<file path="config.mk">
export PLATFORM = sky130hd
export DESIGN_NAME = md5_stream_hash_top_flat
export DESIGN_NICKNAME = d
export VERILOG_FILES = /design/src/design/md5sh_pkg.sv /design/src/design/md5sh_if.sv /design/src/design/md5sh_ram.sv /design/src/design/md5sh_round.sv /design/src/design/md5_stream_hash_top.sv /design/src/flat_wrapper.sv
export SDC_FILE = /design/constraint.sdc
export NUM_CORES = 2
export LEC_CHECK = 0
export BUFFER_PORTS_ARGS = -buffer_cell sky130_fd_sc_hd__buf_2
export CAP_MARGIN = 30
export CORE_UTILIZATION = 40
export DETAILED_ROUTE_END_ITERATION = 10
export PLACE_DENSITY = 0.53
export SKIP_CTS_REPAIR_TIMING = 1
export SYNTH_ARGS = -nofsm -noshare
export SYNTH_HDL_FRONTEND = slang
export SYNTH_HIERARCHICAL = 1
export SYNTH_SLANG_ARGS = --single-unit
</file>
<file path="constraint.sdc">
create_clock -name clk_i -period 9.3 [get_ports clk_i]
set_clock_uncertainty 0.05 [all_clocks]
set_input_delay 1.86 -clock clk_i [delete_from_list [all_inputs] [get_ports clk_i]]
set_output_delay 1.86 -clock clk_i [all_outputs]
set_load 0.01 [all_outputs]
</file>
<file path="src/design/md5sh_pkg.sv">
package md5sh_pkg;

  // working and chaining words of one compression
  typedef struct packed {
    logic [31:0] a;
    logic [31:0] b;
    logic [31:0] c;
    logic [31:0] d;
  } md5sh_words_t;

  // request modes
  localparam logic ModeAbsorb = 1'b0;
  localparam logic ModeFinish = 1'b1;

  localparam int unsigned BlockBytes = 64;
  localparam int unsigned LenPos     = 56;
  localparam logic [7:0]  PadByte    = 8'h80;

  localparam md5sh_words_t InitChain = '{
    a: 32'h67452301,
    b: 32'hefcdab89,
    c: 32'h98badcfe,
    d: 32'h10325476
  };

  // per-round additive constants
  localparam logic [31:0] SineK [64] = '{
    32'hd76aa478, 32'he8c7b756, 32'h242070db, 32'hc1bdceee,
    32'hf57c0faf, 32'h4787c62a, 32'ha8304613, 32'hfd469501,
    32'h698098d8, 32'h8b44f7af, 32'hffff5bb1, 32'h895cd7be,
    32'h6b901122, 32'hfd987193, 32'ha679438e, 32'h49b40821,
    32'hf61e2562, 32'hc040b340, 32'h265e5a51, 32'he9b6c7aa,
    32'hd62f105d, 32'h02441453, 32'hd8a1e681, 32'he7d3fbc8,
    32'h21e1cde6, 32'hc33707d6, 32'hf4d50d87, 32'h455a14ed,
    32'ha9e3e905, 32'hfcefa3f8, 32'h676f02d9, 32'h8d2a4c8a,
    32'hfffa3942, 32'h8771f681, 32'h6d9d6122, 32'hfde5380c,
    32'ha4beea44, 32'h4bdecfa9, 32'hf6bb4b60, 32'hbebfbc70,
    32'h289b7ec6, 32'heaa127fa, 32'hd4ef3085, 32'h04881d05,
    32'hd9d4d039, 32'he6db99e5, 32'h1fa27cf8, 32'hc4ac5665,
    32'hf4292244, 32'h432aff97, 32'hab9423a7, 32'hfc93a039,
    32'h655b59c3, 32'h8f0ccc92, 32'hffeff47d, 32'h85845dd1,
    32'h6fa87e4f, 32'hfe2ce6e0, 32'ha3014314, 32'h4e0811a1,
    32'hf7537e82, 32'hbd3af235, 32'h2ad7d2bb, 32'heb86d391
  };

  // left rotate amounts, indexed by {round group, round mod 4}
  localparam logic [4:0] RotAmt [16] = '{
    5'd7, 5'd12, 5'd17, 5'd22, 5'd5, 5'd9,  5'd14, 5'd20,
    5'd4, 5'd11, 5'd16, 5'd23, 5'd6, 5'd10, 5'd15, 5'd21
  };

  // message word used by a round
  function automatic logic [3:0] msg_index(input logic [5:0] rnd);
    logic [3:0] lo;
    logic [3:0] idx;
    lo = rnd[3:0];
    unique case (rnd[5:4])
      2'd0:    idx = lo;
      2'd1:    idx = lo + {lo[1:0], 2'b00} + 4'd1;
      2'd2:    idx = lo + {lo[2:0], 1'b0} + 4'd5;
      default: idx = {lo[0], 3'b000} - lo;
    endcase
    return idx;
  endfunction

endpackage

</file>
<file path="src/design/md5sh_if.sv">
// byte and finish requests into the hash
interface md5sh_req_if;
  logic       valid;
  logic       ready;
  logic       mode;
  logic [7:0] data_byte;

  modport source (output valid, output mode, output data_byte, input ready);
  modport sink (input valid, input mode, input data_byte, output ready);
endinterface

// digest words out of the hash
interface md5sh_dig_if;
  logic        valid;
  logic        ready;
  logic [31:0] digest_word;
  logic [1:0]  word_index;
  logic        last;

  modport source (output valid, output digest_word, output word_index, output last,
                  input ready);
  modport sink (input valid, input digest_word, input word_index, input last,
                output ready);
endinterface

</file>
<file path="src/design/md5sh_ram.sv">
module md5sh_ram #(
  parameter int unsigned Width = 8,
  parameter int unsigned Depth = 16
) (
  input  logic                     clk_i,
  input  logic                     we_i,
  input  logic [$clog2(Depth)-1:0] waddr_i,
  input  logic [Width-1:0]         wdata_i,
  input  logic [$clog2(Depth)-1:0] raddr_i,
  output logic [Width-1:0]         rdata_o
);

  logic [Width-1:0] mem_q [Depth];

  // one write port, registered read port
  always_ff @(posedge clk_i) begin
    if (we_i) begin
      mem_q[waddr_i] <= wdata_i;
    end
    rdata_o <= mem_q[raddr_i];
  end

endmodule

</file>
<file path="src/design/md5sh_round.sv">
module md5sh_round (
  input  logic [5:0]                rnd_i,
  input  md5sh_pkg::md5sh_words_t   words_i,
  input  logic [31:0]               msg_i,
  output md5sh_pkg::md5sh_words_t   words_o
);
  import md5sh_pkg::*;

  logic [31:0] f;
  logic [31:0] sum;
  logic [4:0]  amt;
  logic [63:0] dbl;

  // round function by group
  always_comb begin
    unique case (rnd_i[5:4])
      2'd0:    f = (words_i.b & words_i.c) | (~words_i.b & words_i.d);
      2'd1:    f = (words_i.d & words_i.b) | (~words_i.d & words_i.c);
      2'd2:    f = words_i.b ^ words_i.c ^ words_i.d;
      default: f = words_i.c ^ (words_i.b | ~words_i.d);
    endcase
  end

  // add, rotate, add to b, rotate words
  assign sum = f + words_i.a + SineK[rnd_i] + msg_i;
  assign amt = RotAmt[{rnd_i[5:4], rnd_i[1:0]}];
  assign dbl = {sum, sum} << amt;

  assign words_o.a = words_i.d;
  assign words_o.b = words_i.b + dbl[63:32];
  assign words_o.c = words_i.b;
  assign words_o.d = words_i.c;

endmodule

</file>
<file path="src/design/md5_stream_hash_top.sv">
// channel   dir  handshake      payload
// req_i     in   valid/ready    mode, data_byte
// dig_o     out  valid/ready    digest_word, word_index, last
//
// an absorb request is accepted in idle; the one that completes a 64-byte block
// also runs the compression, one round per cycle (load, 64 rounds, add), before the next request
// a finish request with f bytes held pads them out to a full block and compresses it,
// then pads and compresses one more block when f >= 56; then it hands off the digest
// the four digest words sit in an output buffer, so new requests go on while
// they drain; a later finish waits for the buffer to empty
// reset is asynchronous and returns the initial chaining state; no clearing pass
module md5_stream_hash_top (
  input  logic        clk_i,
  input  logic        rst_ni,
  md5sh_req_if.sink   req_i,
  md5sh_dig_if.source dig_o
);
  import md5sh_pkg::*;

  localparam logic [2:0] S_IDLE  = 3'd0;
  localparam logic [2:0] S_PAD   = 3'd1;
  localparam logic [2:0] S_LOAD  = 3'd2;
  localparam logic [2:0] S_ROUND = 3'd3;
  localparam logic [2:0] S_ADD   = 3'd4;
  localparam logic [2:0] S_DONE  = 3'd5;

  logic [2:0]       state_q, state_d;
  logic [5:0]       fill_q, fill_d;
  logic [63:0]      bitlen_q, bitlen_d;
  md5sh_words_t     chain_q, chain_d;
  md5sh_words_t     rw_q, rw_d;
  logic [5:0]       rnd_q, rnd_d;
  logic             first_q, first_d;
  logic             lenblk_q, lenblk_d;
  logic             fin_q, fin_d;
  logic [3:0][31:0] obuf_q, obuf_d;
  logic [1:0]       oidx_q, oidx_d;
  logic             obusy_q, obusy_d;

  logic             req_acc;
  logic             mem_we;
  logic [7:0]       mem_wdata;
  logic [3:0]       mem_raddr;
  logic [31:0]      mem_rdata;
  logic [7:0]       pad_byte;
  md5sh_words_t     round_nxt;

  assign req_acc     = req_i.valid && req_i.ready;
  assign req_i.ready = (state_q == S_IDLE);

  // block buffer, one lane per byte of a message word
  for (genvar lane = 0; lane < 4; lane++) begin : g_lane
    md5sh_ram #(
      .Width(8),
      .Depth(BlockBytes / 4)
    ) u_ram (
      .clk_i  (clk_i),
      .we_i   (mem_we && (fill_q[1:0] == 2'(lane))),
      .waddr_i(fill_q[5:2]),
      .wdata_i(mem_wdata),
      .raddr_i(mem_raddr),
      .rdata_o(mem_rdata[8*lane +: 8])
    );
  end

  // shared round unit
  md5sh_round u_round (
    .rnd_i  (rnd_q),
    .words_i(rw_q),
    .msg_i  (mem_rdata),
    .words_o(round_nxt)
  );

  // padding byte for the current fill position
  always_comb begin
    if (first_q) begin
      pad_byte = PadByte;
    end else if (lenblk_q && (fill_q >= 6'(LenPos))) begin
      pad_byte = bitlen_q[{fill_q[2:0], 3'b000} +: 8];
    end else begin
      pad_byte = 8'h00;
    end
  end

  // sequencer
  always_comb begin
    state_d   = state_q;
    fill_d    = fill_q;
    bitlen_d  = bitlen_q;
    chain_d   = chain_q;
    rw_d      = rw_q;
    rnd_d     = rnd_q;
    first_d   = first_q;
    lenblk_d  = lenblk_q;
    fin_d     = fin_q;
    obuf_d    = obuf_q;
    oidx_d    = oidx_q;
    obusy_d   = obusy_q;
    mem_we    = 1'b0;
    mem_wdata = req_i.data_byte;
    mem_raddr = msg_index(rnd_q + 6'd1);

    // digest drain
    if (dig_o.valid && dig_o.ready) begin
      if (oidx_q == 2'd3) begin
        obusy_d = 1'b0;
        oidx_d  = 2'd0;
      end else begin
        oidx_d = oidx_q + 2'd1;
      end
    end

    unique case (state_q)
      S_IDLE: begin
        if (req_acc) begin
          if (req_i.mode == ModeAbsorb) begin
            mem_we   = 1'b1;
            fill_d   = fill_q + 6'd1;
            bitlen_d = bitlen_q + 64'd8;
            if (fill_q == 6'(BlockBytes - 1)) begin
              state_d = S_LOAD;
            end
          end else begin
            fin_d    = 1'b1;
            first_d  = 1'b1;
            lenblk_d = (fill_q < 6'(LenPos));
            state_d  = S_PAD;
          end
        end
      end
      S_PAD: begin
        mem_we    = 1'b1;
        mem_wdata = pad_byte;
        first_d   = 1'b0;
        fill_d    = fill_q + 6'd1;
        if (fill_q == 6'(BlockBytes - 1)) begin
          state_d = S_LOAD;
        end
      end
      S_LOAD: begin
        mem_raddr = msg_index(6'd0);
        rw_d      = chain_q;
        rnd_d     = 6'd0;
        state_d   = S_ROUND;
      end
      S_ROUND: begin
        rw_d  = round_nxt;
        rnd_d = rnd_q + 6'd1;
        if (rnd_q == 6'd63) begin
          state_d = S_ADD;
        end
      end
      S_ADD: begin
        chain_d.a = chain_q.a + rw_q.a;
        chain_d.b = chain_q.b + rw_q.b;
        chain_d.c = chain_q.c + rw_q.c;
        chain_d.d = chain_q.d + rw_q.d;
        if (!fin_q) begin
          state_d = S_IDLE;
        end else if (lenblk_q) begin
          state_d = S_DONE;
        end else begin
          lenblk_d = 1'b1;
          state_d  = S_PAD;
        end
      end
      S_DONE: begin
        if (!obusy_q) begin
          obuf_d   = {chain_q.d, chain_q.c, chain_q.b, chain_q.a};
          obusy_d  = 1'b1;
          oidx_d   = 2'd0;
          chain_d  = InitChain;
          bitlen_d = '0;
          fin_d    = 1'b0;
          state_d  = S_IDLE;
        end
      end
      default: state_d = S_IDLE;
    endcase
  end

  // state registers
  always_ff @(posedge clk_i or negedge rst_ni) begin
    if (!rst_ni) begin
      state_q  <= S_IDLE;
      fill_q   <= '0;
      bitlen_q <= '0;
      chain_q  <= InitChain;
      rw_q     <= '0;
      rnd_q    <= '0;
      first_q  <= 1'b0;
      lenblk_q <= 1'b0;
      fin_q    <= 1'b0;
      oidx_q   <= '0;
      obusy_q  <= 1'b0;
    end else begin
      state_q  <= state_d;
      fill_q   <= fill_d;
      bitlen_q <= bitlen_d;
      chain_q  <= chain_d;
      rw_q     <= rw_d;
      rnd_q    <= rnd_d;
      first_q  <= first_d;
      lenblk_q <= lenblk_d;
      fin_q    <= fin_d;
      oidx_q   <= oidx_d;
      obusy_q  <= obusy_d;
    end
  end

  // digest buffer payload
  always_ff @(posedge clk_i) begin
    obuf_q <= obuf_d;
  end

  assign dig_o.valid       = obusy_q;
  assign dig_o.digest_word = obuf_q[oidx_q];
  assign dig_o.word_index  = oidx_q;
  assign dig_o.last        = (oidx_q == 2'd3);

  // compression always starts on an empty fill position
  a_load_empty : assert property (@(posedge clk_i) disable iff (!rst_ni)
    state_q == S_LOAD |-> fill_q == 6'd0)
    else $error("compression started with partial block");

  // last round hands over to the chaining add
  a_round_end : assert property (@(posedge clk_i) disable iff (!rst_ni)
    state_q == S_ROUND && rnd_q == 6'd63 |=> state_q == S_ADD)
    else $error("round count overran");

  // a full pad block goes on to compression
  a_pad_end : assert property (@(posedge clk_i) disable iff (!rst_ni)
    state_q == S_PAD && fill_q == 6'd63 |=> state_q == S_LOAD)
    else $error("pad block not compressed");

  // digest hand-off restarts the message
  a_restart : assert property (@(posedge clk_i) disable iff (!rst_ni)
    state_q == S_DONE && !obusy_q |=>
      obusy_q && chain_q == InitChain && bitlen_q == 64'd0 && oidx_q == 2'd0)
    else $error("digest hand-off did not restart message");

endmodule
</file>
<file path="src/flat_wrapper.sv">
// flat-port wrapper written by rule: the top's interface ports become plain ports
module md5_stream_hash_top_flat import md5sh_pkg::*;
  (clk_i, rst_ni, req_i_valid, req_i_mode, req_i_data_byte, req_i_ready, dig_o_valid, dig_o_digest_word, dig_o_word_index, dig_o_last, dig_o_ready);
  md5sh_req_if req_i_i ();
  md5sh_dig_if dig_o_i ();
  input  logic clk_i;
  input  logic rst_ni;
  input wire logic [$bits(req_i_i.valid)-1:0] req_i_valid;
  input wire logic [$bits(req_i_i.mode)-1:0] req_i_mode;
  input wire logic [$bits(req_i_i.data_byte)-1:0] req_i_data_byte;
  output wire logic [$bits(req_i_i.ready)-1:0] req_i_ready;
  output wire logic [$bits(dig_o_i.valid)-1:0] dig_o_valid;
  output wire logic [$bits(dig_o_i.digest_word)-1:0] dig_o_digest_word;
  output wire logic [$bits(dig_o_i.word_index)-1:0] dig_o_word_index;
  output wire logic [$bits(dig_o_i.last)-1:0] dig_o_last;
  input wire logic [$bits(dig_o_i.ready)-1:0] dig_o_ready;
  assign req_i_i.valid = req_i_valid;
  assign req_i_i.mode = req_i_mode;
  assign req_i_i.data_byte = req_i_data_byte;
  assign req_i_ready = req_i_i.ready;
  assign dig_o_valid = dig_o_i.valid;
  assign dig_o_digest_word = dig_o_i.digest_word;
  assign dig_o_word_index = dig_o_i.word_index;
  assign dig_o_last = dig_o_i.last;
  assign dig_o_i.ready = dig_o_ready;
  md5_stream_hash_top u_core (.clk_i(clk_i), .rst_ni(rst_ni), .req_i(req_i_i), .dig_o(dig_o_i));
endmodule
</file>
# Yosys cells after proc, flatten, opt, wreduce, memory -nomap -nowiden
# Memories as Yosys holds them, arrays and structs flattened. A register that Yosys moved wholly into a read port is not among the register bits.
# Cells that the tools add are included.
[totals]
register_bits = 469
mem_bits_rw = 512
mem_bits_ro = 2128
in_bits = 13
output_inout_bits = 37
word_cells = 170
memories = 6
[memory_table]
columns = ["memory", "depth", "word_bits", "read_ports", "rd_ports_with_merged_regs", "write_ports", "line", "source"]
rows = [
  ["(no name shown)", 64, 32, 1, 0, 0, "md5sh_round.sv:25", "assign sum = f + words_i.a + SineK[rnd_i] + msg_i;"],
  ["u_core.g_lane[0].u_ram.mem_q", 16, 8, 1, 1, 1, "md5sh_ram.sv:13", "logic [Width-1:0] mem_q [Depth];"],
  ["u_core.g_lane[1].u_ram.mem_q", 16, 8, 1, 1, 1, "md5sh_ram.sv:13", ""],
  ["u_core.g_lane[2].u_ram.mem_q", 16, 8, 1, 1, 1, "md5sh_ram.sv:13", ""],
  ["u_core.g_lane[3].u_ram.mem_q", 16, 8, 1, 1, 1, "md5sh_ram.sv:13", ""],
  ["(no name shown)", 16, 5, 1, 0, 0, "md5sh_round.sv:26", "assign amt = RotAmt[{rnd_i[5:4], rnd_i[1:0]}];"],
]
[op_classes]
n_addsub = 17
order_cmp = 5
n_eq_ne = 21
n_shift = 2
mux = 59
n_bitwise = 15
reduce_logical = 24
[op_table]
columns = ["cell", "n"]
rows = [
  ["128-bit one-hot mux with 2 select lines", 2],
  ["32-bit adder", 8],
  ["64-bit two-way mux", 3],
  ["32-bit AND", 4],
  ["128-bit two-way mux", 1],
  ["64-bit one-hot mux with 2 select lines", 1],
  ["32-bit two-way mux", 3],
  ["32-bit bitwise OR", 3],
  ["32-bit one-hot mux with 3 select lines", 1],
  ["32-bit bitwise XOR", 3],
  ["64-bit by 4-bit adder with 64-bit output, second input constant", 1],
  ["32-bit binary-select mux with 2-bit select", 1],
  ["32-bit NOT", 2],
  ["64-bit by 7-bit indexed part select with 8-bit output", 1],
  ["64-bit by 5-bit << shifter with 64-bit output", 1],
  ["8-bit two-way mux", 3],
  ["6-bit one-hot mux with 2 select lines", 2],
  ["3-bit two-way mux", 7],
  ["1-bit two-way mux", 20],
  ["3-bit one-hot mux with 6 select lines", 1],
  ["6-bit by 1-bit adder with 6-bit output, second input constant", 2],
  ["6-bit equality test, second input constant", 2],
  ["6-bit two-way mux", 2],
  ["4-bit one-hot mux with 3 select lines", 1],
  ["31 further kinds", 68],
]

# Depth between registers and ports, before layout
[logic_depth]
word_depth = 10
ltp_mapped = 44
ltp_nobuf = 43

# By module
# The synthesis kept the hierarchy.
[by_module_without_submodules]
columns = ["module", "n_inst", "cells_each", "area_per_inst_um2", "seq_area_each_um2"]
rows = [
  ["md5_stream_hash_top", 1, 2460, 25786.0, 12381.9],
  ["md5sh_ram", 4, 229, 5147.4, 4003.8],
  ["md5sh_round", 1, 1952, 12976.2, 0.0],
]

# Least setup slack after synthesis
# No wires, ideal clock.
[synth_timing]
kind = "register to register"
start = "register u_core.rnd_q[4]"
end = "register u_core/rw_q[94] in the netlist's numbering"
setup_time_ns = 0.083
arrival_time_ns = 8.628
required_time_ns = 9.167
path_slack_ns = 0.540
path_stages_with_launch = 42
n_path_buf = 6
synth_period_minus_slack_ns = 8.760
path_cell_list = "dfrtp_1 -> buf_2 -> clkbuf_1 -> clkbuf_1 -> clkbuf_1 -> clkbuf_1 -> a211oi_1 -> a31oi_1 -> a21oi_1 -> fa_1 -> inv_1 -> fa_1 -> inv_1 -> ha_1 -> clkbuf_1 -> nor2_1 -> a211o_1 -> or3_1 -> [6 not listed] -> or2_1 -> a32o_1 -> ha_1 -> fa_1 -> a21o_1 -> a21oi_1 -> o211ai_1 -> nand4_1 -> a21oi_1 -> o21ai_0 -> a31oi_1 -> a41oi_1 -> a21oi_1 -> o21a_1 -> nor2_1 -> xnor2_1 -> mux2i_1 -> o21ai_0"
[synth_rtl]
columns = ["element", "line", "source"]
rows = [
  ["start, declared", "md5_stream_hash_top.sv:32", "logic [5:0] rnd_q, rnd_d;"],
  ["start signal, assigned", "md5_stream_hash_top.sv:202", "rnd_q <= rnd_d;"],
  ["end signal, assigned", "md5_stream_hash_top.sv:201", "rw_q <= rw_d;"],
  ["end, declared", "md5_stream_hash_top.sv:31", "md5sh_words_t rw_q, rw_d;"],
]

==> flow_summary.toml <==
[status]
status = "finished clean"

[min_path]
hp-class = "reg2reg"

[placement]
dpl.hpwl_um = 130000
finalWeightedCongestion = 1.00
placed_area_um2 = 62200
port_buffers = 49

[critical_path]
path_max_fanout = 17
crit_type = "reg2reg"
crit_top_cell = "a21oi_2"
cp.buffers_inverters = 5
critPathSlowestCell = "fa_1"
crit_family = "compound AO/OA/AOI/OAI gates"
crit_path_end_kind = "register"
cp-start-kind = "register"
cp_data_required_time_ps = 9880
cp_slowest_stage_delay_ps = 490
worst_ep_arrival_time_ps = 9530

[layout]
drive_gt1_share_pct = 15.5
fin_nets = 5659
areaGrowthSynthToFinish_pct = 12.0
fin_area_um2 = 66500

[global_routing]
antenna_found_initial = 2
grt_usage_pct = 24.1
grt_pass1_vias = 41411
grt_max_degree = 125
grt_overflow_total = 0
grt_first_pass_wirelength_um = 274000

[pwr]
peakVddDrop_mv = 0.213
p_leak_nw = 26.4
total_power_mw = 21.4
power.density_nw_per_um2 = 322

[sta]
rsz0062_at_grt = "true"
fmax_ghz = 0.112
slew_violations = 0
worstMarginPinSlew_ps = 1080
setup_viol = 0
relSlewSlack_pct = 27.5
finalCriticalPeriod_ps = 8950
hold_viol = 0
period_share_pct = 96.2

[synthesis]
synth_common_cells = "edfxtp_1, nand2_1, o21ai_0"
synth_cell_types = 112
seq_area_frac_synth_pct = 47.8
ys_top_cells_by_area = "edfxtp_1, dfrtp_1, mux4_2"
synthSimpleGateAreaFrac_pct = 10.7
yosysMostFrequentCell = "edfxtp_1"
netlist_area_um2 = 59400
muxShareOfSynthArea_pct = 11.1
syn-mean-instance-area_um2 = 11.1
yosys.area_share.adder_pct = 7.36
synth.yosys.warnings = 6
syn_inst = 5328
synthArstFlopShare_pct = 33.5
netlist.area_leader.share_pct = 32.4
synth_xor_area_share_pct = 3.85
synth_flop_cell = "edfxtp_1"
ys_ff_latch = 1010
synthesis.nets = 5625
synth_top_family_by_area = "compound AO/OA/AOI/OAI gates"
synth_edf_count = 640
synth_compound_area_share_pct = 14.3
yosysTopAreaCell = "edfxtp_1"

[routing]
drt_iter0_drc = 3871
routed_wl_um = 183000
post_drt_wl_per_cell_um = 24.9
drt_first_pass_iters = 6
detail-route-antenna-nets = 0
viasPerCell = 5.83
drc = 0
vias = 42994

[die]
dieWidth_um = 387
core_um2 = 146000
io_pins = 50
start_util_pct = 40.5
die-area_um2 = 150000
die_h_um = 387
core.rowCount = 140

[clock_network]
cts_root_buf = "clkbuf_16"
cts.sinks = 1010
cts_inserted_buffers = 109
cts_tree = "done"
clock_path_buffers = 3
cts.reportedPaths.clkPinSlew_ps = 60
htree_levels = 3
clock_latency_ps = 780

[job]
drv_cap = 0
==> metal layers <==
layer	vias up	global-route usage [%]	share of wire, %
met2	1264	39.3	47
li1	19865	-	-
met1	21580	33.7	45
met5	-	0	0
met3	285	2.97	4.9
met4	0	6.82	2.9
==> flip-flops by register name, indices dropped and copies added (netlist names) <==
register                     flops
u_core/state_q                   3
u_core/bitlen_q                 61
u_core/g_lane.u_ram/mem_q      512
u_core/first_q                   1
u_core/dig_o.word_index          2
u_core/obuf_q                  128
u_core/fin_q                     1
u_core/rnd_q                     6
u_core/dig_o.valid               1
u_core/g_lane.u_ram/rdata_o     32
u_core/fill_q                    6
u_core/lenblk_q                  1
u_core/rw_q                    128
u_core/chain_q                 128
==> worst reg2reg max path, delay by kind of cell (launching register included) <==
kind                     cells  cell delay [ps]
XOR/XNOR                     1              130
adder cells (fa/ha/maj)      6             2040
flip-flops                   1              450
AND/OR/NAND/NOR              5             1010
AO/OA/AOI/OAI               20             3660
multiplexers                 4              720
buffers and inverters        5              700
==> cells in the final DEF (no fill, tap or decap), types with 111 or more instances in the layout <==
cell type,instances
a21oi_1,348
buf_4,234
clkbuf_16,111
dfrtp_1,265
edfxtp_1,640
ha_1,213
inv_1,219
mux2i_1,199
mux4_2,125
nand2_1,529
nand3_1,166
nor2_1,330
o21ai_0,341
xnor2_1,124
xor2_1,132
==> stage by stage <==
| stage | worst slack (ps) | util [%] | TNS [ps] | hold WS [ps] | instances |
|---|---|---|---|---|---|
| 2_1_floorplan | 540 | - | 0 | 412 | 5328 |
| 3_3_place_gp | 23.8 | 42.4 | 0 | 444 | 7157 |
| 3_5_place_dp | -14.7 | 42.5 | -14.7 | 443 | 7161 |
| 4_1_cts | -114 | 45.2 | -114 | 446 | 7368 |
| 5_1_grt | -35.4 | 45.4 | -74.4 | 466 | 7375 |
| 6_report | 350 | 45.4 | 0 | 439 | 7377 |
==> worst paths after layout <==
path / from / end / slack, ps / cells after the start
max reg2reg: u_core/rnd_q[0] / u_core/rw_q[94] / 350 / 41
min: u_core/chain_q[3] / u_core/obuf_q[99] / 440 / 0
max: u_core/rnd_q[0] / u_core/rw_q[94] / 350 / 41
min reg2reg: u_core/chain_q[3] / u_core/obuf_q[99] / 440 / 0
min in group asynchronous: rst_ni / u_core/rw_q[15] / 1070 / 1
max in group asynchronous: rst_ni / u_core/dig_o.word_index[0] / 6740 / 2
==> report_power, final <==
part	total, mW	internal (mW)	switching, mW	leakage, nW
clock	4.70	2.77	1.94	1.90
combinational	10.6	4.30	6.29	13.7
sequential	6.10	5.51	0.595	10.7
total	21.4	12.6	8.82	26.4
==> cell type report <==
cell class | count | area [um2]
multi-input cells | 3718 | 28600
fillers | 13596 | 79900
well taps | 1917 | 2400
diodes | 2 | 5.00
flip-flops and latches | 1010 | 28400
clock inverters | 72 | 991
repair buffers | 299 | 2310
clock buffers | 135 | 2940
inverters | 224 | 858
==> cell families after synthesis <==
group / count (synthesis)
AOI/OAI and AO/OA: 1342
xor gates and xnor gates: 260
adders and majority gates: 315
buffers and inverters: 600
DFF: 1010
muxes: 409
and+or+nand+nor: 1392
Note: power is estimated with default switching activity, not from simulation.
